$ cat src/rtl/rwhp_pkg.sv
// ----------------------------------------------------------------------------
// rwhp_pkg
// Shared types and constants for the RIFF/WAVE header parser.
// ----------------------------------------------------------------------------
package rwhp_pkg;

   localparam logic [1:0] KIND_HEADER  = 2'd0;
   localparam logic [1:0] KIND_PAYLOAD = 2'd1;
   localparam logic [1:0] KIND_ERROR   = 2'd2;

   localparam logic [2:0] ERR_NO_FMT     = 3'd0;
   localparam logic [2:0] ERR_NO_DATA    = 3'd1;
   localparam logic [2:0] ERR_NEG_LENGTH = 3'd2;
   localparam logic [2:0] ERR_LOW_BITS   = 3'd3;
   localparam logic [2:0] ERR_NO_CHAN    = 3'd4;

   localparam logic [31:0] TAG_FMT  = 32'h2074_6D66;
   localparam logic [31:0] TAG_DATA = 32'h6174_6164;

   localparam int RIFF_HDR_BYTES  = 12;
   localparam int CHUNK_HDR_BYTES = 8;
   localparam int FMT_BODY_BYTES  = 16;
   localparam int MIN_BITS        = 8;

   localparam int QUEUE_DEPTH    = 4;
   localparam int QUEUE_PTR_BITS = $clog2(QUEUE_DEPTH);

   typedef struct packed {
      logic [1:0]  kind;
      logic [15:0] channel_count;
      logic [31:0] sample_rate;
      logic [11:0] sample_width;
      logic [30:0] data_size;
      logic [7:0]  payload_byte;
      logic        last_payload;
      logic [2:0]  error_code;
   } entry_type;

   typedef struct packed {
      logic not_empty;
      logic full;
   } q_status_type;

   function automatic entry_type make_error(input logic [2:0] code);
      entry_type e;
      e            = '0;
      e.kind       = KIND_ERROR;
      e.error_code = code;
      return e;
   endfunction

endpackage

$ cat src/rtl/rwhp_front.sv
// ----------------------------------------------------------------------------
// rwhp_front
// Byte parser: walks the RIFF chunk structure and queues header, payload
// and error beats for the back end.
// ----------------------------------------------------------------------------
module rwhp_front
   import rwhp_pkg::*;
#(
   parameter int LENGTH_BITS = 32
) (
   input  logic         clock,
   input  logic         reset,
   input  logic         req_valid,
   output logic         req_stall,
   input  logic [7:0]   req_data_byte,
   input  logic         req_end_of_stream,
   input  q_status_type q_status,
   output logic         push,
   output entry_type    push_entry
);

   typedef enum logic [3:0] {
      PH_SKIP_RIFF,
      PH_FMT_HDR,
      PH_FMT_SKIP,
      PH_FMT_BODY,
      PH_FMT_EXCESS,
      PH_DATA_HDR,
      PH_DATA_SKIP,
      PH_PAYLOAD,
      PH_DONE
   } phase_type;

   phase_type   phase_ff, phase_in;
   logic [3:0]  count_ff, count_in;
   logic [31:0] tag_ff, tag_in;
   logic [31:0] len_ff, len_in;
   logic [15:0] chan_ff, chan_in;
   logic [31:0] rate_ff, rate_in;
   logic [15:0] bits_ff, bits_in;
   logic [30:0] left_ff, left_in;

   logic        accept;
   logic [7:0]  b;
   logic [31:0] len_shift;
   logic [31:0] len_padded;
   logic [31:0] len_dec;
   logic [15:0] bits_new;
   logic [30:0] left_dec;
   logic        want_data;
   logic        neg_len;
   logic        fmt_seen;

   assign req_stall = q_status.full;
   assign accept    = req_valid && !q_status.full;
   assign b         = req_data_byte;

   assign len_shift  = {b, len_ff[31:8]};
   assign len_padded = len_shift + {31'd0, len_shift[0]};
   assign len_dec    = len_ff - 32'd1;
   assign bits_new   = {b, bits_ff[7:0]};
   assign left_dec   = left_ff - 31'd1;
   assign want_data  = (phase_ff == PH_DATA_HDR);
   assign neg_len    = |(len_shift >> (LENGTH_BITS - 1));

   always_comb begin
      phase_in   = phase_ff;
      count_in   = count_ff;
      tag_in     = tag_ff;
      len_in     = len_ff;
      chan_in    = chan_ff;
      rate_in    = rate_ff;
      bits_in    = bits_ff;
      left_in    = left_ff;
      push       = 1'b0;
      push_entry = '0;
      fmt_seen   = 1'b0;

      if (accept) begin
         unique case (phase_ff)
            PH_SKIP_RIFF: begin
               count_in = count_ff + 4'd1;
               if (count_ff == 4'(RIFF_HDR_BYTES - 1)) begin
                  count_in = '0;
                  phase_in = PH_FMT_HDR;
               end
            end
            PH_FMT_HDR, PH_DATA_HDR: begin
               if (count_ff < 4'd4) begin
                  tag_in = {b, tag_ff[31:8]};
               end else begin
                  len_in = len_shift;
               end
               count_in = count_ff + 4'd1;
               if (count_ff == 4'(CHUNK_HDR_BYTES - 1)) begin
                  count_in = '0;
                  if (neg_len) begin
                     push       = 1'b1;
                     push_entry = make_error(ERR_NEG_LENGTH);
                     phase_in   = PH_DONE;
                  end else if (tag_ff == (want_data ? TAG_DATA : TAG_FMT)) begin
                     if (!want_data) begin
                        phase_in = PH_FMT_BODY;
                     end else if (chan_ff == 16'd0) begin
                        push       = 1'b1;
                        push_entry = make_error(ERR_NO_CHAN);
                        phase_in   = PH_DONE;
                     end else begin
                        push                     = 1'b1;
                        push_entry.kind          = KIND_HEADER;
                        push_entry.channel_count = chan_ff;
                        push_entry.sample_rate   = rate_ff;
                        push_entry.sample_width  = bits_ff[14:3];
                        push_entry.data_size     = len_shift[30:0];
                        left_in                  = len_shift[30:0];
                        phase_in = (len_shift == 32'd0) ? PH_DONE : PH_PAYLOAD;
                     end
                  end else begin
                     len_in = len_padded;
                     if (len_padded != 32'd0) begin
                        phase_in = want_data ? PH_DATA_SKIP : PH_FMT_SKIP;
                     end
                  end
               end
            end
            PH_FMT_SKIP, PH_DATA_SKIP, PH_FMT_EXCESS: begin
               len_in = len_dec;
               if (len_dec == 32'd0) begin
                  count_in = '0;
                  phase_in = (phase_ff == PH_FMT_SKIP) ? PH_FMT_HDR : PH_DATA_HDR;
               end
            end
            PH_FMT_BODY: begin
               if (count_ff == 4'd2) chan_in = {chan_ff[15:8], b};
               if (count_ff == 4'd3) chan_in = {b, chan_ff[7:0]};
               if (count_ff >= 4'd4 && count_ff <= 4'd7) rate_in = {b, rate_ff[31:8]};
               if (count_ff == 4'd14) bits_in = {bits_ff[15:8], b};
               if (count_ff == 4'd15) bits_in = bits_new;
               count_in = count_ff + 4'd1;
               if (count_ff == 4'(FMT_BODY_BYTES - 1)) begin
                  count_in = '0;
                  if (bits_new[15] || bits_new < 16'(MIN_BITS)) begin
                     push       = 1'b1;
                     push_entry = make_error(ERR_LOW_BITS);
                     phase_in   = PH_DONE;
                  end else if (len_ff > 32'(FMT_BODY_BYTES)) begin
                     len_in   = len_ff - 32'(FMT_BODY_BYTES);
                     phase_in = PH_FMT_EXCESS;
                  end else begin
                     phase_in = PH_DATA_HDR;
                  end
               end
            end
            PH_PAYLOAD: begin
               left_in                 = left_dec;
               push                    = 1'b1;
               push_entry.kind         = KIND_PAYLOAD;
               push_entry.payload_byte = b;
               push_entry.last_payload = (left_dec == 31'd0) || req_end_of_stream;
               if (left_dec == 31'd0) phase_in = PH_DONE;
            end
            PH_DONE: begin
               phase_in = PH_DONE;
            end
            default: begin
               phase_in = PH_DONE;
            end
         endcase

         fmt_seen = !(phase_in == PH_SKIP_RIFF || phase_in == PH_FMT_HDR ||
                      phase_in == PH_FMT_SKIP);
         if (!push && req_end_of_stream && phase_in != PH_DONE) begin
            push       = 1'b1;
            push_entry = make_error(fmt_seen ? ERR_NO_DATA : ERR_NO_FMT);
         end

         if (req_end_of_stream) begin
            phase_in = PH_SKIP_RIFF;
            count_in = '0;
            tag_in   = '0;
            len_in   = '0;
            chan_in  = '0;
            rate_in  = '0;
            bits_in  = '0;
            left_in  = '0;
         end
      end
   end

   always_ff @(posedge clock) begin
      if (reset) begin
         phase_ff <= PH_SKIP_RIFF;
         count_ff <= '0;
         tag_ff   <= '0;
         len_ff   <= '0;
         chan_ff  <= '0;
         rate_ff  <= '0;
         bits_ff  <= '0;
         left_ff  <= '0;
      end else begin
         phase_ff <= phase_in;
         count_ff <= count_in;
         tag_ff   <= tag_in;
         len_ff   <= len_in;
         chan_ff  <= chan_in;
         rate_ff  <= rate_in;
         bits_ff  <= bits_in;
         left_ff  <= left_in;
      end
   end

endmodule

$ cat src/rtl/rwhp_queue.sv
// ----------------------------------------------------------------------------
// rwhp_queue
// Short FIFO of parsed beats between the parser and the result stage.
// ----------------------------------------------------------------------------
module rwhp_queue
   import rwhp_pkg::*;
(
   input  logic         clock,
   input  logic         reset,
   input  logic         push,
   input  entry_type    push_entry,
   input  logic         pop,
   output entry_type    head_entry,
   output q_status_type q_status
);

   entry_type                 slot_ff [QUEUE_DEPTH];
   logic [QUEUE_PTR_BITS-1:0] wr_ptr_ff, wr_ptr_in;
   logic [QUEUE_PTR_BITS-1:0] rd_ptr_ff, rd_ptr_in;
   logic [QUEUE_PTR_BITS:0]   fill_ff, fill_in;

   assign head_entry         = slot_ff[rd_ptr_ff];
   assign q_status.not_empty = (fill_ff != '0);
   assign q_status.full      = (fill_ff == (QUEUE_PTR_BITS+1)'(QUEUE_DEPTH));

   always_comb begin
      wr_ptr_in = wr_ptr_ff;
      rd_ptr_in = rd_ptr_ff;
      fill_in   = fill_ff;
      if (push) wr_ptr_in = wr_ptr_ff + QUEUE_PTR_BITS'(1);
      if (pop)  rd_ptr_in = rd_ptr_ff + QUEUE_PTR_BITS'(1);
      if (push && !pop) fill_in = fill_ff + (QUEUE_PTR_BITS+1)'(1);
      if (!push && pop) fill_in = fill_ff - (QUEUE_PTR_BITS+1)'(1);
   end

   always_ff @(posedge clock) begin
      if (reset) begin
         wr_ptr_ff <= '0;
         rd_ptr_ff <= '0;
         fill_ff   <= '0;
      end else begin
         wr_ptr_ff <= wr_ptr_in;
         rd_ptr_ff <= rd_ptr_in;
         fill_ff   <= fill_in;
      end
   end

   always_ff @(posedge clock) begin
      if (push) slot_ff[wr_ptr_ff] <= push_entry;
   end

endmodule

$ cat src/rtl/rwhp_back.sv
// ----------------------------------------------------------------------------
// rwhp_back
// Result stage: forwards queued beats to the output register and works out
// the frame count of a header with a bit-serial restoring divider.
// ----------------------------------------------------------------------------
module rwhp_back
   import rwhp_pkg::*;
#(
   parameter int LENGTH_BITS = 32
) (
   input  logic         clock,
   input  logic         reset,
   input  q_status_type q_status,
   input  entry_type    head_entry,
   output logic         pop,
   output logic         rsp_valid,
   input  logic         rsp_stall,
   output logic [1:0]   rsp_kind,
   output logic [15:0]  rsp_channel_count,
   output logic [31:0]  rsp_sample_rate,
   output logic [11:0]  rsp_sample_width,
   output logic [30:0]  rsp_data_size,
   output logic [30:0]  rsp_frame_count,
   output logic [7:0]   rsp_payload_byte,
   output logic         rsp_last_payload,
   output logic [2:0]   rsp_error_code
);

   localparam int LW       = LENGTH_BITS - 1;
   localparam int CNT_BITS = $clog2(LW);

   typedef enum logic [1:0] {
      BK_IDLE,
      BK_DIV_WIDTH,
      BK_DIV_CHAN,
      BK_EMIT
   } back_state_type;

   back_state_type      state_ff, state_in;
   entry_type           hold_ff, hold_in;
   logic [LW-1:0]       quo_ff, quo_in;
   logic [15:0]         rem_ff, rem_in;
   logic [CNT_BITS-1:0] cnt_ff, cnt_in;
   entry_type           out_ff, out_in;
   logic [30:0]         frame_ff, frame_in;
   logic                out_valid_ff, out_valid_in;

   logic                out_free;
   logic [15:0]         divisor;
   logic [16:0]         trial;
   logic                ge;
   logic [15:0]         rem_step;
   logic [LW-1:0]       quo_step;
   logic                last_step;

   assign out_free  = !out_valid_ff || !rsp_stall;
   assign pop       = (state_ff == BK_IDLE) && q_status.not_empty && out_free;
   assign divisor   = (state_ff == BK_DIV_WIDTH) ? {4'd0, hold_ff.sample_width}
                                                 : hold_ff.channel_count;
   assign trial     = {rem_ff, quo_ff[LW-1]};
   assign ge        = (trial >= {1'b0, divisor});
   assign rem_step  = ge ? 16'(trial - {1'b0, divisor}) : trial[15:0];
   assign quo_step  = {quo_ff[LW-2:0], ge};
   assign last_step = (cnt_ff == CNT_BITS'(LW - 1));

   always_comb begin
      state_in     = state_ff;
      hold_in      = hold_ff;
      quo_in       = quo_ff;
      rem_in       = rem_ff;
      cnt_in       = cnt_ff;
      out_in       = out_ff;
      frame_in     = frame_ff;
      out_valid_in = out_valid_ff && rsp_stall;

      unique case (state_ff)
         BK_IDLE: begin
            if (pop) begin
               if (head_entry.kind == KIND_HEADER) begin
                  hold_in  = head_entry;
                  quo_in   = head_entry.data_size[LW-1:0];
                  rem_in   = '0;
                  cnt_in   = '0;
                  state_in = BK_DIV_WIDTH;
               end else begin
                  out_in       = head_entry;
                  frame_in     = '0;
                  out_valid_in = 1'b1;
               end
            end
         end
         BK_DIV_WIDTH, BK_DIV_CHAN: begin
            quo_in = quo_step;
            rem_in = rem_step;
            cnt_in = cnt_ff + CNT_BITS'(1);
            if (last_step) begin
               cnt_in   = '0;
               rem_in   = '0;
               state_in = (state_ff == BK_DIV_WIDTH) ? BK_DIV_CHAN : BK_EMIT;
            end
         end
         BK_EMIT: begin
            if (out_free) begin
               out_in       = hold_ff;
               frame_in     = 31'(quo_ff);
               out_valid_in = 1'b1;
               state_in     = BK_IDLE;
            end
         end
         default: begin
            state_in = BK_IDLE;
         end
      endcase
   end

   always_ff @(posedge clock) begin
      if (reset) begin
         state_ff     <= BK_IDLE;
         out_valid_ff <= 1'b0;
      end else begin
         state_ff     <= state_in;
         out_valid_ff <= out_valid_in;
      end
      hold_ff  <= hold_in;
      quo_ff   <= quo_in;
      rem_ff   <= rem_in;
      cnt_ff   <= cnt_in;
      out_ff   <= out_in;
      frame_ff <= frame_in;
   end

   assign rsp_valid         = out_valid_ff;
   assign rsp_kind          = out_ff.kind;
   assign rsp_channel_count = out_ff.channel_count;
   assign rsp_sample_rate   = out_ff.sample_rate;
   assign rsp_sample_width  = out_ff.sample_width;
   assign rsp_data_size     = out_ff.data_size;
   assign rsp_frame_count   = frame_ff;
   assign rsp_payload_byte  = out_ff.payload_byte;
   assign rsp_last_payload  = out_ff.last_payload;
   assign rsp_error_code    = out_ff.error_code;

endmodule

$ cat src/rtl/riff_wav_header_parser_unit.sv
// ----------------------------------------------------------------------------
// riff_wav_header_parser_unit
// Parses a WAV byte stream and reports the format, payload bytes and errors.
// ----------------------------------------------------------------------------
// Input channel (req_): one file byte per beat, req_end_of_stream on the last
//   byte of a file; the next beat then starts a new file.
// Result channel (rsp_): kind 0 is the header beat (format fields, data size,
//   frame count), kind 1 a payload byte, kind 2 an error with its code.
// The parser takes one byte per cycle while req_stall is low and writes its
// beats into a four-entry queue; a result stage drains the queue into the
// output register. With the queue empty and rsp_ free, a payload or error
// beat goes from its queue slot straight into the output register.
// A header beat first goes through two serial divisions, by the sample width
// and then by the channel count, before it is on rsp_.
// Throughput: one byte per cycle, except behind a header or while rsp_ stalls,
// where the queue fills and req_stall rises until it drains.
// req_stall is high exactly when the queue is full; a stalled rsp_ beat holds
// its value, and the queue keeps taking bytes until it is full.
// Synchronous reset clears parser state, queue and output valid; the first
// byte after reset is the first byte of a file.
// ----------------------------------------------------------------------------
module riff_wav_header_parser_unit
   import rwhp_pkg::*;
#(
   parameter int LENGTH_BITS = 32
) (
   input  logic        clock,
   input  logic        reset,
   input  logic        req_valid,
   output logic        req_stall,
   input  logic [7:0]  req_data_byte,
   input  logic        req_end_of_stream,
   output logic        rsp_valid,
   input  logic        rsp_stall,
   output logic [1:0]  rsp_kind,
   output logic [15:0] rsp_channel_count,
   output logic [31:0] rsp_sample_rate,
   output logic [11:0] rsp_sample_width,
   output logic [30:0] rsp_data_size,
   output logic [30:0] rsp_frame_count,
   output logic [7:0]  rsp_payload_byte,
   output logic        rsp_last_payload,
   output logic [2:0]  rsp_error_code
);

   q_status_type q_status;
   logic         push;
   entry_type    push_entry;
   logic         pop;
   entry_type    head_entry;

   rwhp_front #(
      .LENGTH_BITS(LENGTH_BITS)
   ) u_front (
      .clock             (clock),
      .reset             (reset),
      .req_valid         (req_valid),
      .req_stall         (req_stall),
      .req_data_byte     (req_data_byte),
      .req_end_of_stream (req_end_of_stream),
      .q_status          (q_status),
      .push              (push),
      .push_entry        (push_entry)
   );

   rwhp_queue u_queue (
      .clock      (clock),
      .reset      (reset),
      .push       (push),
      .push_entry (push_entry),
      .pop        (pop),
      .head_entry (head_entry),
      .q_status   (q_status)
   );

   rwhp_back #(
      .LENGTH_BITS(LENGTH_BITS)
   ) u_back (
      .clock             (clock),
      .reset             (reset),
      .q_status          (q_status),
      .head_entry        (head_entry),
      .pop               (pop),
      .rsp_valid         (rsp_valid),
      .rsp_stall         (rsp_stall),
      .rsp_kind          (rsp_kind),
      .rsp_channel_count (rsp_channel_count),
      .rsp_sample_rate   (rsp_sample_rate),
      .rsp_sample_width  (rsp_sample_width),
      .rsp_data_size     (rsp_data_size),
      .rsp_frame_count   (rsp_frame_count),
      .rsp_payload_byte  (rsp_payload_byte),
      .rsp_last_payload  (rsp_last_payload),
      .rsp_error_code    (rsp_error_code)
   );

endmodule

$ cat config.mk
export PLATFORM = sky130hd
export DESIGN_NAME = riff_wav_header_parser_unit
export DESIGN_NICKNAME = d
export VERILOG_FILES = /design/src/rtl/rwhp_pkg.sv /design/src/rtl/rwhp_front.sv /design/src/rtl/rwhp_queue.sv /design/src/rtl/rwhp_back.sv /design/src/rtl/riff_wav_header_parser_unit.sv
export SDC_FILE = /design/constraint.sdc
export NUM_CORES = 1
export LEC_CHECK = 0
export BUFFER_PORTS_ARGS = -buffer_cell sky130_fd_sc_hd__buf_4
export CAP_MARGIN = 20
export CORE_MARGIN = 4
export CORE_UTILIZATION = 40
export DETAILED_ROUTE_END_ITERATION = 10
export PLACE_DENSITY = 0.57
export SKIP_CTS_REPAIR_TIMING = 1
export SLEW_MARGIN = 10
export SYNTH_ARGS = -nofsm -noshare
export SYNTH_HDL_FRONTEND = slang
export SYNTH_SLANG_ARGS = --single-unit
$ cat constraint.sdc
create_clock -name clock -period 27.3 [get_ports clock]
set_input_delay 4.095 -clock clock [delete_from_list [all_inputs] [get_ports clock]]
set_output_delay 4.095 -clock clock [all_outputs]
set_load 0.01 [all_outputs]
After elaboration in Yosys (flattened, before gate mapping)
Memory sizes are Yosys's and may differ from the RTL's. A register that Yosys moved wholly into a read port is not among the register bits.
Index checks and enable logic that the tools add are counted.
{"block": "totals", "regBits": 469, "mem_bits_rw": 420, "input_bits": 13, "output_inout_bits": 138, "elab_cells": 268, "n_memories": 1}
{"block": "op_classes", "add_sub_neg": 11, "magnitude_cmp": 6, "eq_ne": 38, "muxes": 117, "n_reduce_logical": 60}
{"name": "u_queue.slot_ff", "words": 4, "word_bits": 105, "read_ports": 1, "rd_ports_with_merged_regs": 1, "write_ports": 1, "line_no": "rwhp_queue.sv:17", "source": "entry_type slot_ff [QUEUE_DEPTH];"}
{"operator": "105-bit two-way mux", "n": 11}
{"operator": "32-bit two-way mux", "n": 14}
{"operator": "31-bit two-way mux", "n": 12}
{"operator": "105-bit one-hot mux with 2 select lines", "n": 1}
{"operator": "31-bit one-hot mux with 2 select lines", "n": 3}
{"operator": "91-bit one-hot mux with 2 select lines", "n": 1}
{"operator": "16-bit two-way mux", "n": 8}
{"operator": "32-bit one-hot mux with 3 select lines", "n": 1}
{"operator": "93-bit two-way mux", "n": 1}
{"operator": "4-bit two-way mux", "n": 19}
{"operator": "32-bit logical NOT", "n": 2}
{"operator": "15-bit two-way mux", "n": 3}
{"operator": "32-bit by 1-bit adder with 32-bit output", "n": 1}
{"operator": "32-bit equality test", "n": 1}
{"operator": "32-bit by 5-bit greater-than comparator with 1-bit output, second input constant", "n": 1}
{"operator": "16-bit one-hot mux with 2 select lines", "n": 1}
{"operator": "32-bit nonzero test", "n": 1}
{"operator": "32-bit by 1-bit subtractor with 32-bit output, second input constant", "n": 1}
{"operator": "32-bit by 5-bit subtractor with 32-bit output, second input constant", "n": 1}
{"operator": "31-bit logical NOT", "n": 1}
{"operator": "31-bit by 1-bit subtractor with 31-bit output, second input constant", "n": 1}
{"operator": "9-bit one-hot mux with 3 select lines", "n": 1}
{"operator": "2-bit nonzero test", "n": 11}
{"operator": "3-bit AND reduction", "n": 7}
{"operator": "50 further kinds", "n": 128}

Logic depth before layout (Yosys ltp)
{"block": "depth", "depth_word": 16, "ltp_mapped": 16, "ltp_nobuf": 15}

Hierarchy
From an unflattened synthesis, not the netlist that was laid out.
{"block": "hier_totals", "hier_cells": 2953, "hier_area_um2": 39273.9}
{"mod": "rwhp_queue", "instances": 1, "cells_per_inst": 592, "area_per_inst_um2": 15583.7, "seq_area_each_um2": 12792.3}
{"mod": "rwhp_back", "instances": 1, "cells_per_inst": 727, "area_per_inst_um2": 12306.8, "seq_area_each_um2": 8858.5}
{"mod": "rwhp_front", "instances": 1, "cells_per_inst": 1634, "area_per_inst_um2": 11383.4, "seq_area_each_um2": 3263.1}

Worst setup path before layout
Ideal clock, no wire load.
{"block": "synth_path", "path_kind": "input-to-reg", "startpoint": "in rsp_stall", "endpoint": "reg u_back.out_ff, in the netlist u_back.rsp_channel_count[0], enable pin", "t_arrival_ns": 10.494, "required_time_ns": 26.623, "path_slack_ns": 16.129, "path_stages": 1, "path_buffers": 0, "cell_sequence": "a21oi_1"}
{"block": "synth_between", "elab_chain_cells": 5, "elab_cells_between_ends": 6, "cone_classes": "2 x eq/ne; 4 x reduce/logical"}
{"item": "start: declaration", "line_no": "riff_wav_header_parser_unit.sv:34", "source": "input logic rsp_stall,"}
{"item": "1-bit logical NOT *", "line_no": "rwhp_back.sv:56", "source": "assign out_free = !out_valid_ff || !rsp_stall;"}
{"item": "1-bit logical OR *", "line_no": "rwhp_back.sv:56"}
{"item": "1-bit logical AND", "line_no": "rwhp_back.sv:57", "source": "assign pop = (state_ff == BK_IDLE) && q_status.not_empty && out_free;"}
{"item": "2-bit inequality test (no line)"}
{"item": "4-bit AND reduction (no line) *"}
{"item": "end signal: assignment", "line_no": "rwhp_back.sv:128", "source": "out_ff <= out_in;"}
{"item": "end: declaration", "line_no": "rwhp_back.sv:44", "source": "entry_type out_ff, out_in;"}
Every way passes the cells marked *; elsewhere a longest branch is shown, timed or not.
A chain may end at the register's enable or synchronous reset.

Worst setup path after layout
{"block": "layout_path", "startpoint": "in req_data_byte[6]", "endpoint": "mem u_queue.slot_ff[2][73] (netlist name), enable pin"}
{"block": "layout_between", "elab_chain_cells": 15, "elab_cells_between_ends": 28, "cone_classes": "1 x add/sub; 1 x order compare; 1 x eq/ne; 19 x mux; 6 x reduce/logical"}
{"item": "start: declaration", "line_no": "riff_wav_header_parser_unit.sv:31", "source": "input logic [7:0] req_data_byte,"}
{"item": "branches (longest 11 deep; another with 32-bit by 1-bit adder with 32-bit output)"}
{"item": "1-bit two-way mux *", "line_no": "rwhp_front.sv:172", "source": "if (!push && req_end_of_stream && phase_in != PH_DONE) begin"}
{"item": "1-bit two-way mux *", "line_no": "rwhp_front.sv:79", "source": "if (accept) begin"}
{"item": "1-bit two-way mux *", "line_no": "rwhp_queue.sv:49", "source": "if (push) slot_ff[wr_ptr_ff] <= push_entry;"}
{"item": "1-bit two-way mux (implied by the code) *", "line_no": "rwhp_queue.sv:49"}
{"item": "end: declaration", "line_no": "rwhp_queue.sv:17"}
Mark *: on every way between the ends. The select of a mux whose other input is x is not followed.

==> metrics.csv <==
metric,value,unit
first-pass GRT wire length,161,mm
gpl congestion,0.909,
fill count,8732,
post-synth cell types,91,
die width,323,um
# setup viols final,0,
DIE AREA,0.104,mm2
largest net degree at the start of global routing,94,
pwr dens,89.2,mW/mm2
drt total wl,106,mm
Min Hold Slack,0.500,ns
Final Non-Filler Cells,4505,
# DRC,0,
syn_area_per_cell,12.9,um2
Synth area leaders,"edfxtp_1 54%, dfxtp_1 8.8%, mux4_2 6.0%",
CP max FO,60,
NetSw,1.17,mW
TritonRoute pass-1 iters,6,
Multi-input gate area,0.0137,mm2
H-tree depth,3,
IO Pins,151,
Total GRT Usage,20.0,%
Worst EP arrival,7.87,ns
most frequent CP cell,buf_4,
clock root buffer,clkbuf_16,
initial antenna violation count,7,
Max IR drop VDD,0.0828,mV
Worst-Skew Late Latency,0.67,ns
Rows,115,
Final TNS setup,0,ns
Synth area leader,edfxtp_1,
Yosys top cell area share,54.1,%
Routed WL per cell,23.6,um
Cells after DPL,4323,
clock share of power,31.3,%
register area share after synthesis,62.9,%
remaining global-route overflow,0,
"FFs w/ async S/R, synth",0,%
syn nets,3122,
Peak Freq,0.132,GHz
R2R Setup Slk,22.08,ns
Tcrit/Tclk final,27.8,%
"CTS clk-pin slew, worst paths",0.06,ns
"Power, Total",4.02,mW
type of the worst min-delay path,flip-flop to flip-flop,
Starting DRT DRC Count,2828,
status,completed,
Starting Density,40.3,%
buffers added on ports,150,
post-route ant nets,0,
"Slowest-stage cell, CP",buf_4,
CTS tree,built,
area delta synth->final,13.9,%
Bufs on Longest Clock Path,3,
Clock Sinks,888,
RSZ-0062 raised after global routing,false,
synth warn,0,
vias in the first global route,25800,
Fin Clk Skew,0.0236,ns
Setup Crit Path Kind,input pin to flip-flop,
max cap viols,0,
switching portion of total power,29.2,%
crit start category,input pin,
Sequential Area,0.0249,mm2
vias per cell,5.86,
sequential share of power,45.5,%
Post-synth top flop,edfxtp_1,
via count,26400,
Placed Area,0.0419,mm2
cell count after synthesis,3069,
Core Area,0.0983,mm2
share of cells above drive strength 1,19.6,%
Final #Nets,3187,
DP HPWL,68.6,mm
Die Span Y,323,um
Mapped Area,0.0396,mm2
delay of the slowest critical-path stage,0.82,ns
required time of the critical path,27.57,ns
leakage power,15.3,nW
worst-path cell chain,"buf_4, nor4_1, a41o_1, nor2b_1, a41oi_1, nand3_1, nand3b_1, a21oi_1, and2_4, buf_4",
worst slew margin relative to its limit,23.8,%
Final Cell Area,0.0451,mm2
combinational power share,23.2,%
P_int,2.85,mW
Worst-Margin Slew,1.14,ns
Final Max Tran Viols,0,
Final min period,7.60,ns
CTS buffer count,93,
endpoint class of the critical path,flip-flop,
number of synthesized flops with an enable pin,713,
Fin. Hold Viols,0,
Synth Register Bits,888,
registers in the layout, indices dropped and copies added, names as in the netlist, 4 cells and up, named ones only:
name	flops
u_queue.slot_ff	420
u_back.hold_ff	105
u_back.rsp_sample_rate	32
u_front.len_ff	32
u_front.rate_ff	32
u_front.tag_ff	32
u_back.quo_ff	31
u_back.rsp_data_size	31
u_back.rsp_frame_count	31
u_front.left_ff	31
u_back.rem_ff	16
u_back.rsp_channel_count	16
u_front.chan_ff	16
u_back.rsp_sample_width	12
u_front.bits_ff	12
u_back.rsp_payload_byte	8
u_back.cnt_ff	5
u_front.count_ff	4
u_front.phase_ff	4
cells by family (layout without fill, tap and decap cells):
| logic type | count (synthesis) | count (layout) | share of synthesized area, % |
|---|---|---|---|
| and+or+nand+nor | 1002 | 1002 | 12.5 |
| DFF | 888 | 888 | 62.9 |
| AOI/OAI and AO/OA | 545 | 545 | 9.24 |
| buffers and inverters | 290 | 435 | 2.88 |
| muxes | 246 | 246 | 9.88 |
| xor gates and xnor gates | 58 | 58 | 1.28 |
| adders and majority gates | 40 | 40 | 1.30 |
| other | 0 | 4 | 0 |
cells in the final DEF (no fill, tap or decap), types with 17 or more instances in the layout:
cell type and count:
inv_1 46, xor2_1 20, ha_1 37, nor4_1 36, mux2_2 108, o21ai_0 90, or3_1 17, nor2_1 303
xnor2_1 38, edfxtp_1 713, and3_1 103, nand4_1 39, and2_1 46, a21oi_1 121, mux4_2 105, clkbuf_16 96
nand3_1 47, clkinv_2 26, a22oi_1 114, nor3_1 69, dfxtp_1 173, o31ai_1 22, mux2i_1 33, nand2_1 236
a31oi_1 18, buf_4 207
cell type report:
class                           count  area share (%)
Sequential cell                   888            55.2
Multi-Input combinational cell   1891            30.3
Clock buffer                      115            5.59
Timing Repair Buffer              212            3.66
Tap cell                         1287            3.57
Clock inverter                     60            1.23
Inverter                           48           0.405
Antenna cell                        4          0.0222
worst max-delay path: cells and delay by family:
family          cells  cell delay [ns]
buf+inv             2             0.99
simple gates        5             1.67
compound gates      3             0.98
stage by stage:
stage	util (%)	setup WS, ns
detailed placement	42.7	19.07
global placement	42.7	19.15
global route	45.9	19.43
CTS	45.8	19.73
floorplan	-	16.13
finish	45.9	19.70
metal layers:
layer  share of wire [%]  track usage, %  vias to the layer above  wire (um)
met4                 2.4            6.19                        6       2570
li1                    -               -                    11900          -
met1                  45            28.9                    13400      47600
met3                 7.2            3.43                      196       7610
met2                  46            31.1                      992      48500
met5               0.042               0                        -         45
power by group through the flow:
stage	sequential (mW)	combinational, mW	clock [mW]
2_1_floorplan	1.92	0.546	0
3_3_place_gp	1.86	0.922	0
3_5_place_dp	1.86	0.939	0
4_1_cts	1.83	0.944	1.29
5_1_grt	1.85	1.02	1.35
6_report	1.83	0.933	1.26
synthesized netlist by cell type, types with 33 or more instances:
cell type / n
nor4_1: 37
and3_1: 103
ha_1: 38
and2_1: 50
xnor2_1: 38
mux2_2: 108
inv_1: 47
nor2_1: 306
dfxtp_1: 175
a22oi_1: 114
nor3_1: 71
edfxtp_1: 713
nand2_1: 236
o21ai_0: 92
nand3_1: 47
mux2i_1: 33
nand4_1: 39
a21oi_1: 124
mux4_2: 105
clkbuf_1: 194
final timing paths:
path,from,endpoint,cells past startpoint
max,req_data_byte[6],u_queue.slot_ff[2][73],10
min,u_front.bits_ff[14],u_front.bits_ff[14],2
max reg2reg,u_front.count_ff[0],u_queue.slot_ff[2][73],10
min reg2reg,u_front.bits_ff[14],u_front.bits_ff[14],2
No activity file was read; power rests on OpenSTA's default activity.
